### config.mk
export PLATFORM = sky130hd
export DESIGN_NAME = graph_pair_reachability
export DESIGN_NICKNAME = d
export VERILOG_FILES = /design/src/rtl/gpr_pkg.sv /design/src/rtl/gpr_adj_mem.sv /design/src/rtl/gpr_search.sv /design/src/rtl/graph_pair_reachability.sv
export SDC_FILE = /design/constraint.sdc
export NUM_CORES = 1
export LEC_CHECK = 0
export ABC_AREA = 1
export BUFFER_PORTS_ARGS = -buffer_cell sky130_fd_sc_hd__buf_2
export CORE_ASPECT_RATIO = 1.25
export CORE_MARGIN = 2
export CORE_UTILIZATION = 50
export DETAILED_ROUTE_END_ITERATION = 7
export PLACE_DENSITY = 0.67
export SLEW_MARGIN = 10
export SYNTH_ARGS = -nofsm -noshare
export SYNTH_HDL_FRONTEND = slang
export SYNTH_SLANG_ARGS = --single-unit
### constraint.sdc
create_clock -name i_clk -period 2.7 [get_ports i_clk]
set_input_delay 0.135 -clock i_clk [delete_from_list [all_inputs] [get_ports i_clk]]
set_output_delay 0.135 -clock i_clk [all_outputs]
set_load 0.01 [all_outputs]
### src/rtl/gpr_pkg.sv
// Shared types and constants for the graph pair reachability block.
// No dependencies; imported by every module of the block.
package gpr_pkg;

    localparam int NODES = 8;
    localparam int IDX_W = $clog2(NODES);
    localparam int NODE_FW = 4;
    localparam int CNT_W = 6;

    typedef logic [NODES-1:0] t_row;
    typedef logic [IDX_W-1:0] t_idx;

    typedef enum logic [1:0] {
        ACT_ADD   = 2'd0,
        ACT_QUERY = 2'd1,
        ACT_SWEEP = 2'd2
    } t_action;

    typedef struct packed {
        logic en;
        t_idx addr;
    } t_mem_rd;

    typedef struct packed {
        logic en;
        t_idx addr;
        t_row data;
    } t_mem_wr;

    typedef struct packed {
        logic start;
        t_idx src;
    } t_srch_req;

    typedef struct packed {
        logic done;
        t_row visited;
    } t_srch_stat;

endpackage

### src/rtl/gpr_adj_mem.sv
// Adjacency row memory with registered read and per-row valid bits.
// Depends on gpr_pkg; rows never written read as zero after reset.
module gpr_adj_mem
    import gpr_pkg::*;
(
    input  logic    i_clk,
    input  logic    i_rst_n,
    input  t_mem_rd i_rd,
    input  t_mem_wr i_wr,
    output t_row    o_rdata
);

    t_row             r_mem [NODES];
    logic [NODES-1:0] r_valid;
    t_row             r_rdata;
    logic             r_rvalid;

    always_ff @(posedge i_clk) begin
        if (i_wr.en) begin
            r_mem[i_wr.addr] <= i_wr.data;
        end
        if (i_rd.en) begin
            r_rdata <= r_mem[i_rd.addr];
        end
    end

    always_ff @(posedge i_clk) begin
        if (!i_rst_n) begin
            r_valid  <= '0;
            r_rvalid <= 1'b0;
        end else begin
            if (i_wr.en) begin
                r_valid[i_wr.addr] <= 1'b1;
            end
            if (i_rd.en) begin
                r_rvalid <= r_valid[i_rd.addr];
            end
        end
    end

    assign o_rdata = r_rvalid ? r_rdata : '0;

endmodule

### src/rtl/gpr_search.sv
// Reachability search: grows the visited set from one source, one memory row per step.
// Depends on gpr_pkg; reads rows through the adjacency memory port.
module gpr_search
    import gpr_pkg::*;
(
    input  logic       i_clk,
    input  logic       i_rst_n,
    input  t_srch_req  i_req,
    input  t_row       i_rdata,
    output t_mem_rd    o_rd,
    output t_srch_stat o_stat
);

    typedef enum logic [3:0] {
        S_IDLE = 4'b0001,
        S_ROOT = 4'b0010,
        S_POP  = 4'b0100,
        S_WAIT = 4'b1000
    } t_sstate;

    t_sstate r_state, n_state;
    t_row    r_visited, n_visited;
    t_row    r_frontier, n_frontier;
    t_idx    pick;
    logic    done;

    function automatic t_idx low_idx(t_row v);
        t_idx idx;
        idx = '0;
        for (int k = NODES - 1; k >= 0; k--) begin
            if (v[k]) begin
                idx = t_idx'(k);
            end
        end
        return idx;
    endfunction

    always_comb begin
        n_state    = r_state;
        n_visited  = r_visited;
        n_frontier = r_frontier;
        o_rd       = '0;
        done       = 1'b0;
        pick       = low_idx(r_frontier);
        unique case (r_state)
            S_IDLE: begin
                if (i_req.start) begin
                    o_rd.en   = 1'b1;
                    o_rd.addr = i_req.src;
                    n_state   = S_ROOT;
                end
            end
            S_ROOT: begin
                n_visited  = i_rdata;
                n_frontier = i_rdata;
                n_state    = S_POP;
            end
            S_POP: begin
                if (r_frontier == '0) begin
                    done    = 1'b1;
                    n_state = S_IDLE;
                end else begin
                    o_rd.en    = 1'b1;
                    o_rd.addr  = pick;
                    n_frontier = r_frontier & ~(t_row'(1) << pick);
                    n_state    = S_WAIT;
                end
            end
            S_WAIT: begin
                n_visited  = r_visited | i_rdata;
                n_frontier = r_frontier | (i_rdata & ~r_visited);
                n_state    = S_POP;
            end
            default: begin
                n_state = S_IDLE;
            end
        endcase
    end

    always_ff @(posedge i_clk) begin
        if (!i_rst_n) begin
            r_state    <= S_IDLE;
            r_visited  <= '0;
            r_frontier <= '0;
        end else begin
            r_state    <= n_state;
            r_visited  <= n_visited;
            r_frontier <= n_frontier;
        end
    end

    assign o_stat.done    = done;
    assign o_stat.visited = r_visited;

endmodule

### src/rtl/graph_pair_reachability.sv
// Top level of the graph pair reachability block: command sequencer and result registers.
// Depends on gpr_pkg, gpr_adj_mem and gpr_search.
//
//  channel | handshake                 | payload
//  --------+---------------------------+------------------------------------------------
//  input   | start, busy               | i_action, i_from_node, i_to_node
//  result  | o_result_valid (strobe)   | o_pair_from, o_pair_to, o_no_path, o_is_summary,
//          |                           | o_failure_count, o_bad_node, o_last
//
// An add reads and then writes one adjacency row.
// A query runs one search, reading the source row and then one row per node reached.
// A sweep runs, for each source in turn, one search and then a scan of NODES
// destinations, and ends with a summary result.
// Reset clears the control state and the row valid bits; results cannot be stalled.
module graph_pair_reachability
    import gpr_pkg::*;
(
    input  logic               i_clk,
    input  logic               i_rst_n,
    input  logic               start,
    output logic               busy,
    input  logic [1:0]         i_action,
    input  logic [NODE_FW-1:0] i_from_node,
    input  logic [NODE_FW-1:0] i_to_node,
    output logic               o_result_valid,
    output logic [NODE_FW-1:0] o_pair_from,
    output logic [NODE_FW-1:0] o_pair_to,
    output logic               o_no_path,
    output logic               o_is_summary,
    output logic [CNT_W-1:0]   o_failure_count,
    output logic               o_bad_node,
    output logic               o_last
);

    typedef enum logic [5:0] {
        C_IDLE   = 6'b000001,
        C_ADD_RD = 6'b000010,
        C_ADD_WR = 6'b000100,
        C_SRCH   = 6'b001000,
        C_SCAN   = 6'b010000,
        C_SUM    = 6'b100000
    } t_cstate;

    t_cstate            r_state, n_state;
    logic               r_sweep, n_sweep;
    t_idx               r_src, n_src;
    t_idx               r_dst, n_dst;
    t_idx               r_j, n_j;
    logic [NODE_FW-1:0] r_fn, n_fn;
    logic [NODE_FW-1:0] r_tn, n_tn;
    logic [CNT_W-1:0]   r_cnt, n_cnt;

    logic               r_ovalid, n_ovalid;
    logic [NODE_FW-1:0] r_opf, n_opf;
    logic [NODE_FW-1:0] r_opt, n_opt;
    logic               r_onp, n_onp;
    logic               r_osum, n_osum;
    logic [CNT_W-1:0]   r_ocnt, n_ocnt;
    logic               r_obad, n_obad;
    logic               r_olast, n_olast;

    t_mem_rd            c_rd, s_rd, mem_rd;
    t_mem_wr            mem_wr;
    t_row               rdata;
    t_srch_req          s_req;
    t_srch_stat         s_stat;
    logic               accept, in_ok;
    logic [NODE_FW-1:0] fn_m1, tn_m1;
    t_action            act;

    gpr_adj_mem u_mem (
        .i_clk   (i_clk),
        .i_rst_n (i_rst_n),
        .i_rd    (mem_rd),
        .i_wr    (mem_wr),
        .o_rdata (rdata)
    );

    gpr_search u_search (
        .i_clk   (i_clk),
        .i_rst_n (i_rst_n),
        .i_req   (s_req),
        .i_rdata (rdata),
        .o_rd    (s_rd),
        .o_stat  (s_stat)
    );

    assign mem_rd = s_rd.en ? s_rd : c_rd;
    assign busy   = (r_state != C_IDLE);
    assign accept = start && !busy;
    assign act    = t_action'(i_action);
    assign fn_m1  = i_from_node - NODE_FW'(1);
    assign tn_m1  = i_to_node - NODE_FW'(1);
    assign in_ok  = (i_from_node >= NODE_FW'(1)) && (i_from_node <= NODE_FW'(NODES))
                 && (i_to_node >= NODE_FW'(1)) && (i_to_node <= NODE_FW'(NODES));

    always_comb begin
        n_state  = r_state;
        n_sweep  = r_sweep;
        n_src    = r_src;
        n_dst    = r_dst;
        n_j      = r_j;
        n_fn     = r_fn;
        n_tn     = r_tn;
        n_cnt    = r_cnt;
        n_ovalid = 1'b0;
        n_opf    = r_opf;
        n_opt    = r_opt;
        n_onp    = r_onp;
        n_osum   = r_osum;
        n_ocnt   = r_ocnt;
        n_obad   = r_obad;
        n_olast  = r_olast;
        c_rd     = '0;
        mem_wr   = '0;
        s_req    = '0;
        unique case (r_state)
            C_IDLE: begin
                if (accept) begin
                    n_fn = i_from_node;
                    n_tn = i_to_node;
                    unique case (act)
                        ACT_ADD: begin
                            if (in_ok) begin
                                c_rd.en   = 1'b1;
                                c_rd.addr = fn_m1[IDX_W-1:0];
                                n_src     = fn_m1[IDX_W-1:0];
                                n_dst     = tn_m1[IDX_W-1:0];
                                n_state   = C_ADD_RD;
                            end
                        end
                        ACT_QUERY: begin
                            if (in_ok) begin
                                s_req.start = 1'b1;
                                s_req.src   = fn_m1[IDX_W-1:0];
                                n_src       = fn_m1[IDX_W-1:0];
                                n_dst       = tn_m1[IDX_W-1:0];
                                n_sweep     = 1'b0;
                                n_state     = C_SRCH;
                            end else begin
                                n_ovalid = 1'b1;
                                n_opf    = i_from_node;
                                n_opt    = i_to_node;
                                n_onp    = 1'b0;
                                n_osum   = 1'b0;
                                n_ocnt   = '0;
                                n_obad   = 1'b1;
                                n_olast  = 1'b1;
                            end
                        end
                        ACT_SWEEP: begin
                            s_req.start = 1'b1;
                            s_req.src   = '0;
                            n_src       = '0;
                            n_cnt       = '0;
                            n_sweep     = 1'b1;
                            n_state     = C_SRCH;
                        end
                        default: begin
                            n_state = C_IDLE;
                        end
                    endcase
                end
            end
            C_ADD_RD: begin
                n_state = C_ADD_WR;
            end
            C_ADD_WR: begin
                mem_wr.en   = 1'b1;
                mem_wr.addr = r_src;
                mem_wr.data = rdata | (t_row'(1) << r_dst);
                n_state     = C_IDLE;
            end
            C_SRCH: begin
                if (s_stat.done) begin
                    if (r_sweep) begin
                        n_j     = '0;
                        n_state = C_SCAN;
                    end else begin
                        n_ovalid = 1'b1;
                        n_opf    = r_fn;
                        n_opt    = r_tn;
                        n_onp    = !s_stat.visited[r_dst];
                        n_osum   = 1'b0;
                        n_ocnt   = '0;
                        n_obad   = 1'b0;
                        n_olast  = 1'b1;
                        n_state  = C_IDLE;
                    end
                end
            end
            C_SCAN: begin
                if ((r_j != r_src) && !s_stat.visited[r_j]) begin
                    n_ovalid = 1'b1;
                    n_opf    = NODE_FW'(r_src) + NODE_FW'(1);
                    n_opt    = NODE_FW'(r_j) + NODE_FW'(1);
                    n_onp    = 1'b1;
                    n_osum   = 1'b0;
                    n_ocnt   = '0;
                    n_obad   = 1'b0;
                    n_olast  = 1'b0;
                    n_cnt    = r_cnt + CNT_W'(1);
                end
                if (r_j == IDX_W'(NODES - 1)) begin
                    if (r_src == IDX_W'(NODES - 1)) begin
                        n_state = C_SUM;
                    end else begin
                        s_req.start = 1'b1;
                        s_req.src   = r_src + IDX_W'(1);
                        n_src       = r_src + IDX_W'(1);
                        n_state     = C_SRCH;
                    end
                end else begin
                    n_j = r_j + IDX_W'(1);
                end
            end
            C_SUM: begin
                n_ovalid = 1'b1;
                n_opf    = '0;
                n_opt    = '0;
                n_onp    = 1'b0;
                n_osum   = 1'b1;
                n_ocnt   = r_cnt;
                n_obad   = 1'b0;
                n_olast  = 1'b1;
                n_state  = C_IDLE;
            end
            default: begin
                n_state = C_IDLE;
            end
        endcase
    end

    always_ff @(posedge i_clk) begin
        if (!i_rst_n) begin
            r_state  <= C_IDLE;
            r_sweep  <= 1'b0;
            r_ovalid <= 1'b0;
        end else begin
            r_state  <= n_state;
            r_sweep  <= n_sweep;
            r_ovalid <= n_ovalid;
        end
    end

    always_ff @(posedge i_clk) begin
        r_src   <= n_src;
        r_dst   <= n_dst;
        r_j     <= n_j;
        r_fn    <= n_fn;
        r_tn    <= n_tn;
        r_cnt   <= n_cnt;
        r_opf   <= n_opf;
        r_opt   <= n_opt;
        r_onp   <= n_onp;
        r_osum  <= n_osum;
        r_ocnt  <= n_ocnt;
        r_obad  <= n_obad;
        r_olast <= n_olast;
    end

    assign o_result_valid  = r_ovalid;
    assign o_pair_from     = r_opf;
    assign o_pair_to       = r_opt;
    assign o_no_path       = r_onp;
    assign o_is_summary    = r_osum;
    assign o_failure_count = r_ocnt;
    assign o_bad_node      = r_obad;
    assign o_last          = r_olast;

endmodule

# Word-level counts from Yosys, hierarchy flattened

Memory sizes are Yosys's and may differ from the RTL's. A register that Yosys moved wholly into a read port is not among the register bits.
Cells that the tools add are included.
W data, S select, Z words.

Memories: 1
Word-level logic and storage cells: 222
Bits in registers: 78
Input bits: 13
RAM bits: 64

Equality and inequality tests: 34
$add $sub $neg: 7
Multiplexer cells: 112
Shifts and indexed selects: 2
Reductions and logical operators: 28
Bitwise gates (word level): 8
Order comparisons: 9

Memory list:

| memory      | words | width | read ports | clocked after memory_dff | wr ports | RTL line          | source |
|---|---|---|---|---|---|---|---|
| u_mem.r_mem | 8     | 8     | 1          | 1                        | 1        | gpr_adj_mem.sv:13 | `t_row r_mem [NODES];` |

Operators by type and width:

| operator              | number |
|---|---|
| $mux W4               | 24 |
| $mux W6               | 15 |
| $pmux W6 S4           | 2 |
| $mux W3               | 15 |
| $or A8 B8 Y8          | 4 |
| $pmux W4 S4           | 2 |
| $mux W1               | 29 |
| $pmux W4 S2           | 3 |
| $pmux W8 S3           | 1 |
| $ne A2 B2 Y1 const B  | 11 |
| $pmux W1 S4           | 5 |
| $pmux W3 S2           | 3 |
| $pmux W6 S3           | 1 |
| $and A8 B8 Y8         | 2 |
| $lt A3 B4 Y1 const B  | 4 |
| $mux W8               | 2 |
| $not A8 Y8            | 2 |
| $pmux W8 S2           | 1 |
| $reduce_and A4 Y1     | 4 |
| $shl A1 B3 Y8 const A | 2 |
| $mux W12              | 1 |
| $pmux W4 S3           | 1 |
| $pmux W6 S2           | 1 |
| $bmux W1 S3           | 3 |
| other kinds (40)      | 62 |

# Depth between registers and ports, before layout

Depth in word-level cells: 13
Mapped depth: 19
Mapped depth without buffers: 19

# By module

From an unflattened synthesis, not the netlist that was laid out.

Cells, all modules: 794
Area total of the unflattened synthesis: 7314.5 um^2

By module, submodules not included:

| module                  | times used | seq. area each (um^2) | cells an instance | area an instance (um^2) |
|---|---|---|---|---|
| gpr_adj_mem             | 1          | 2342.2                | 279               | 3250.6 |
| graph_pair_reachability | 1          | 1391.3                | 351               | 2962.8 |
| gpr_search              | 1          | 400.4                 | 164               | 1101.1 |

# Worst setup path after synthesis

OpenSTA, ideal clock, no wires.

Path kind: register -> register
From: register r_state[0]
To: register r_obad, in the netlist o_bad_node, enable pin
Slack: 0.413 ns
Data required time: 2.323 ns
Clock period less this slack: 2.287 ns
Buffers on the path: 2
Cell stages (with the launch flop): 11
Arrival: 1.911 ns
Library setup time: 0.377 ns
Cells stage by stage: dfxtp_1 > nor2_2 > nand2_1 > nor3_2 > buf_4 > inv_1 > buf_2 > nand3_2 > nor2_1 > nor4_1 > and2_1

Longest elaborated chain between the ends: 5
Elaborated cells on any way between the ends: 15
Those cells by class: 11 x eq/ne; 4 x reduce/logical

RTL lines:

| element                         | RTL line                       | source |
|---|---|---|
| from (decl)                     | graph_pair_reachability.sv:44  | `t_cstate r_state, n_state;` |
| from (signal assigned)          | graph_pair_reachability.sv:240 | `r_state <= n_state;` |
| $ne A6 B1 Y1                    | graph_pair_reachability.sv:89  | `assign busy = (r_state != C_IDLE);` |
| $logic_not A1 Y1                | graph_pair_reachability.sv:90  | `assign accept = start && !busy;` |
| $logic_and A1 B1 Y1             | graph_pair_reachability.sv:90  |  |
| $ne A2 B2 Y1 (no line)          | --                             |  |
| $reduce_and A7 Y1 (no line) (*) | --                             |  |
| to (signal assigned)            | graph_pair_reachability.sv:258 | `r_obad <= n_obad;` |
| to (decl)                       | graph_pair_reachability.sv:59  | `logic r_obad, n_obad;` |

Every way passes the cells marked *; elsewhere a longest branch is shown, timed or not.
A chain may end at the register's enable or synchronous reset.

# Worst setup path after layout

From: input i_to_node[1]
To: register u_mem.r_rdata[4] (read register of u_mem.r_mem), data pin

Longest elaborated chain between the ends: 10
Elaborated cells on any way between the ends: 14
Those cells by class: 2 x order compare; 10 x mux; 2 x reduce/logical

RTL lines:

| element                 | RTL line                                                       | source |
|---|---|---|
| from (decl)             | graph_pair_reachability.sv:24                                  | `input logic [NODE_FW-1:0] i_to_node,` |
| $ge A4 B1 Y1            | graph_pair_reachability.sv:95                                  | `&& (i_to_node >= NODE_FW'(1)) && (i_to_node <= NODE_FW'(NODES));` |
| $logic_and A1 B1 Y1     | graph_pair_reachability.sv:95                                  |  |
| $logic_and A1 B1 Y1 (*) | graph_pair_reachability.sv:95                                  |  |
| $mux W4 (*)             | graph_pair_reachability.sv:124, graph_pair_reachability.sv:133 |  |
| $pmux W4 S2             | graph_pair_reachability.sv:122                                 | `unique case (act)` |
| $mux W4                 | graph_pair_reachability.sv:119                                 | `if (accept) begin` |
| $pmux W4 S2             | graph_pair_reachability.sv:117                                 | `unique case (r_state)` |
| $mux W4                 | gpr_search.sv:47                                               | `if (i_req.start) begin` |
| $pmux W4 S2             | gpr_search.sv:45                                               | `unique case (r_state)` |
| $mux W4 (*)             | graph_pair_reachability.sv:88                                  | `assign mem_rd = s_rd.en ? s_rd : c_rd;` |
| to (decl)               | gpr_adj_mem.sv:15                                              | `t_row r_rdata;` |

Marks and branches as above.

==> flow_summary.json <==
{
  "status": "complete, no violations",
  "first_iter_violations": 403,
  "drt_wl_total_um": 17040,
  "fin_skew_ps": 7.229,
  "io_buffer_count": 32,
  "fillerInstances": 1186,
  "avgSynthCellArea_sq_um": 9.490,
  "core-area_sq_mm": 0.01381,
  "syn-num-nets": 770,
  "grt_pass1_vias": 5489,
  "first_pass_iters": 5,
  "fin_crit_sh": 0.9130,
  "antenna_found_initial": 0,
  "fin_cells": 1003,
  "cts_made_buffers": 17,
  "rsz0062_at_grt": "false",
  "worstPathArrival_ps": 2640,
  "dp.cells": 954,
  "vias_per_cell": 5.481,
  "worstPathMaxFanout": 28,
  "hold_violations": 0,
  "final_util": 0.6001,
  "critPathCaptureType": "flop",
  "drive_above_1_share": 0.1522,
  "antenna_left": 0,
  "setup_viol": 0,
  "tightestPinTransition_ps": 727.3,
  "synth.distinct_cells": 49,
  "die_y_um": 136.9,
  "gp_congestion": 0.9755,
  "syn-instance-count": 744,
  "clock_path_buffers": 2,
  "die_area_sq_mm": 0.01509,
  "hold_class": "in -> reg",
  "seq_area_sq_mm": 0.004134,
  "overflow": 0,
  "layout-area-overhead-vs-synth_pct": 17.40,
  "clk_root_buffer_cell": "clkbuf_16",
  "ys_seq_area_frac": 0.5855,
  "ys.flop_type": "edfxtp_1",
  "ys_ff_latch": 150,
  "synth_edf_count": 113,
  "num_vias": 5497,
  "n_antenna_cell": 0,
  "start_util": 0.5111,
  "grt_pass1_wl_um": 27470,
  "post-route-drc-count": 0,
  "async_flop_share": 0,
  "clkTransAtPathRegs_ps": 60,
  "grt_max_degree": 33,
  "wl_met2_um": 8528,
  "cp-start-kind": "input pin",
  "yosys_warnings": 0,
  "dp_hpwl_um": 12020,
  "power_density_mw_per_mm2": 751.9,
  "top_layer_used": "met4",
  "clkLatencyLatePin_ps": 420,
  "worstSetupPathType": "in -> reg",
  "slew_violations": 0,
  "grt_usage": 0.2446,
  "setup_tns_ps": 0,
  "die_x_um": 110.3,
  "leakage_nw": 3.259,
  "routedWlPerCell_um": 16.99,
  "relSlewSlack": 0.5114,
  "ctsHtreeMaxLevel": 4,
  "io_pins": 33,
  "synth_area_sq_mm": 0.007061,
  "cts_tree": "yes",
  "worstPathRequired_ps": 2880,
  "peakVddDrop_mv": 0.4637,
  "max_freq_ghz": 0.4057,
  "cts.sinks": 150,
  "dr_wl_met3_um": 957,
  "max_cap_viol_count": 0,
  "fin_crit_ps": 2465,
  "met1_length_um": 6865,
  "num_rows": 48,
  "final_nets": 841,
  "multi_input_area_sq_mm": 0.002465
}
-- final timing paths --
kind	from	to	slack, ps	cells past startpoint
min reg2reg	u_mem.r_valid[0]$_SDFFE_PN0P_	u_mem.r_valid[0]$_SDFFE_PN0P_	460	2
max reg2reg	u_search.r_frontier[4]$_SDFFE_PN0P_	o_pair_from[3]$_DFFE_PP_	290	9
min	i_to_node[0]	r_dst[0]$_DFFE_PP_	50	2
max	i_to_node[1]	u_mem.r_rdata[4]$_DFFE_PP_	230	20
-- per-stage QoR --
| stage | area (sq um) | hold slack, ps | power [mW] | worst slack [ps] |
|---|---|---|---|---|
| after global routing | 8289 | 31.76 | 6.515 | 5.978 |
| after floorplan | 7061 | 233.9 | 3.535 | 412.6 |
| after detailed placement | 7510 | 333.8 | 3.926 | 125.0 |
| final | 8289 | 46.72 | 6.232 | 234.9 |
| after CTS | 8169 | 26.53 | 6.250 | 13.10 |
| after global placement | 7510 | 329.6 | 3.890 | 256.1 |
-- cell usage in the layout (no fill, tap or decap), drive strengths merged, types with 8 or more instances in the layout --
master	netlist	layout
nand4	11	11
o21ai	36	36
edfxtp	113	113
nand3	78	78
ha	13	13
buf	13	63
a21oi	36	36
nor3	14	14
nor2	78	78
dlygate4sd3	0	8
nand2	163	163
clkbuf	6	18
dfxtp	37	37
inv	98	102
-- cell type report --
cell class | count | share of cell area
sequential | 150 | 0.4987
inverter | 99 | 0.04604
tap | 175 | 0.02642
clock inverter | 14 | 0.01811
clock buffer | 18 | 0.05177
timing repair buffer | 71 | 0.06158
multi-input combinational | 476 | 0.2974
-- report_power, final --
| part | switching, mW | total, mW | leakage [nW] | internal (mW) |
|---|---|---|---|---|
| Clock | 0.962 | 2.33 | 0.274 | 1.37 |
| Combinational | 0.683 | 1.04 | 1.78 | 0.354 |
| Sequential | 0.0945 | 2.87 | 1.20 | 2.77 |
-- sequential cells by signal (all words and copies together) (netlist names), 3 cells and up --
signal / flops
r_fn: 4
r_dst: 3
r_state: 6
u_search.r_frontier: 8
r_tn: 4
o_failure_count: 6
u_mem.r_valid: 8
r_src: 3
o_pair_to: 4
u_mem.r_rdata: 8
u_search.r_visited: 8
o_pair_from: 4
u_mem.r_mem: 64
r_j: 3
r_cnt: 6
u_search.r_state: 4
-- metal layers --
layer,track usage,up-vias
met1,0.2864,2573
met2,0.4209,201
met5,0,-
met3,0.04619,44
li1,-,2679
met4,0.1292,0
-- timing repair --
action	4_1_cts	5_1_grt
gates resized for setup	0	9
setup buffers	0	9
hold buffers	8	0
setup endpoints to repair	0	9
hold endpoints to repair	8	0
-- logic make-up after synthesis --
family                     synth area share
buffers and inverters               0.06734
DFF                                  0.5855
xor gates and xnor gates           0.004963
and+or+nand+nor                      0.2316
adders and majority gates           0.02304
AOI/OAI and AO/OA                   0.08754
-- Yosys cell counts, drive strengths merged, types with 3 or more instances --
cell / count / area share
xnor2: 3 / 0.0037
o21a: 4 / 0.0043
a31oi: 3 / 0.0027
nand4: 11 / 0.011
o32ai: 5 / 0.0062
o211ai: 5 / 0.0053
o21ai: 36 / 0.026
ha: 13 / 0.023
o31ai: 4 / 0.0043
a221o: 3 / 0.0043
nor3: 14 / 0.013
nor2: 78 / 0.048
nor4: 4 / 0.0057
nand2: 163 / 0.088
clkbuf: 6 / 0.0032
dfxtp: 37 / 0.10
inv: 98 / 0.052
a21oi: 36 / 0.026
or2: 3 / 0.0027
buf: 13 / 0.011
edfxtp: 113 / 0.48
nand3: 78 / 0.060
-- critical path: stages --
cell	delay [ps]
dlygate4sd3_1	530
buf_2	140
inv_1	70
ha_1	170
inv_1	60
nor2_1	110
nand2_1	80
nand2_1	110
nand2_2	110
nand2_1	80
nand3_1	90
nand2_1	90
nand2_2	100
nand3_4	130
nand3_4	130
buf_12	200
nand2_1	60
nand3_1	80
nand3_1	110
nand2_1	60
(Power assumes the default switching activity.)
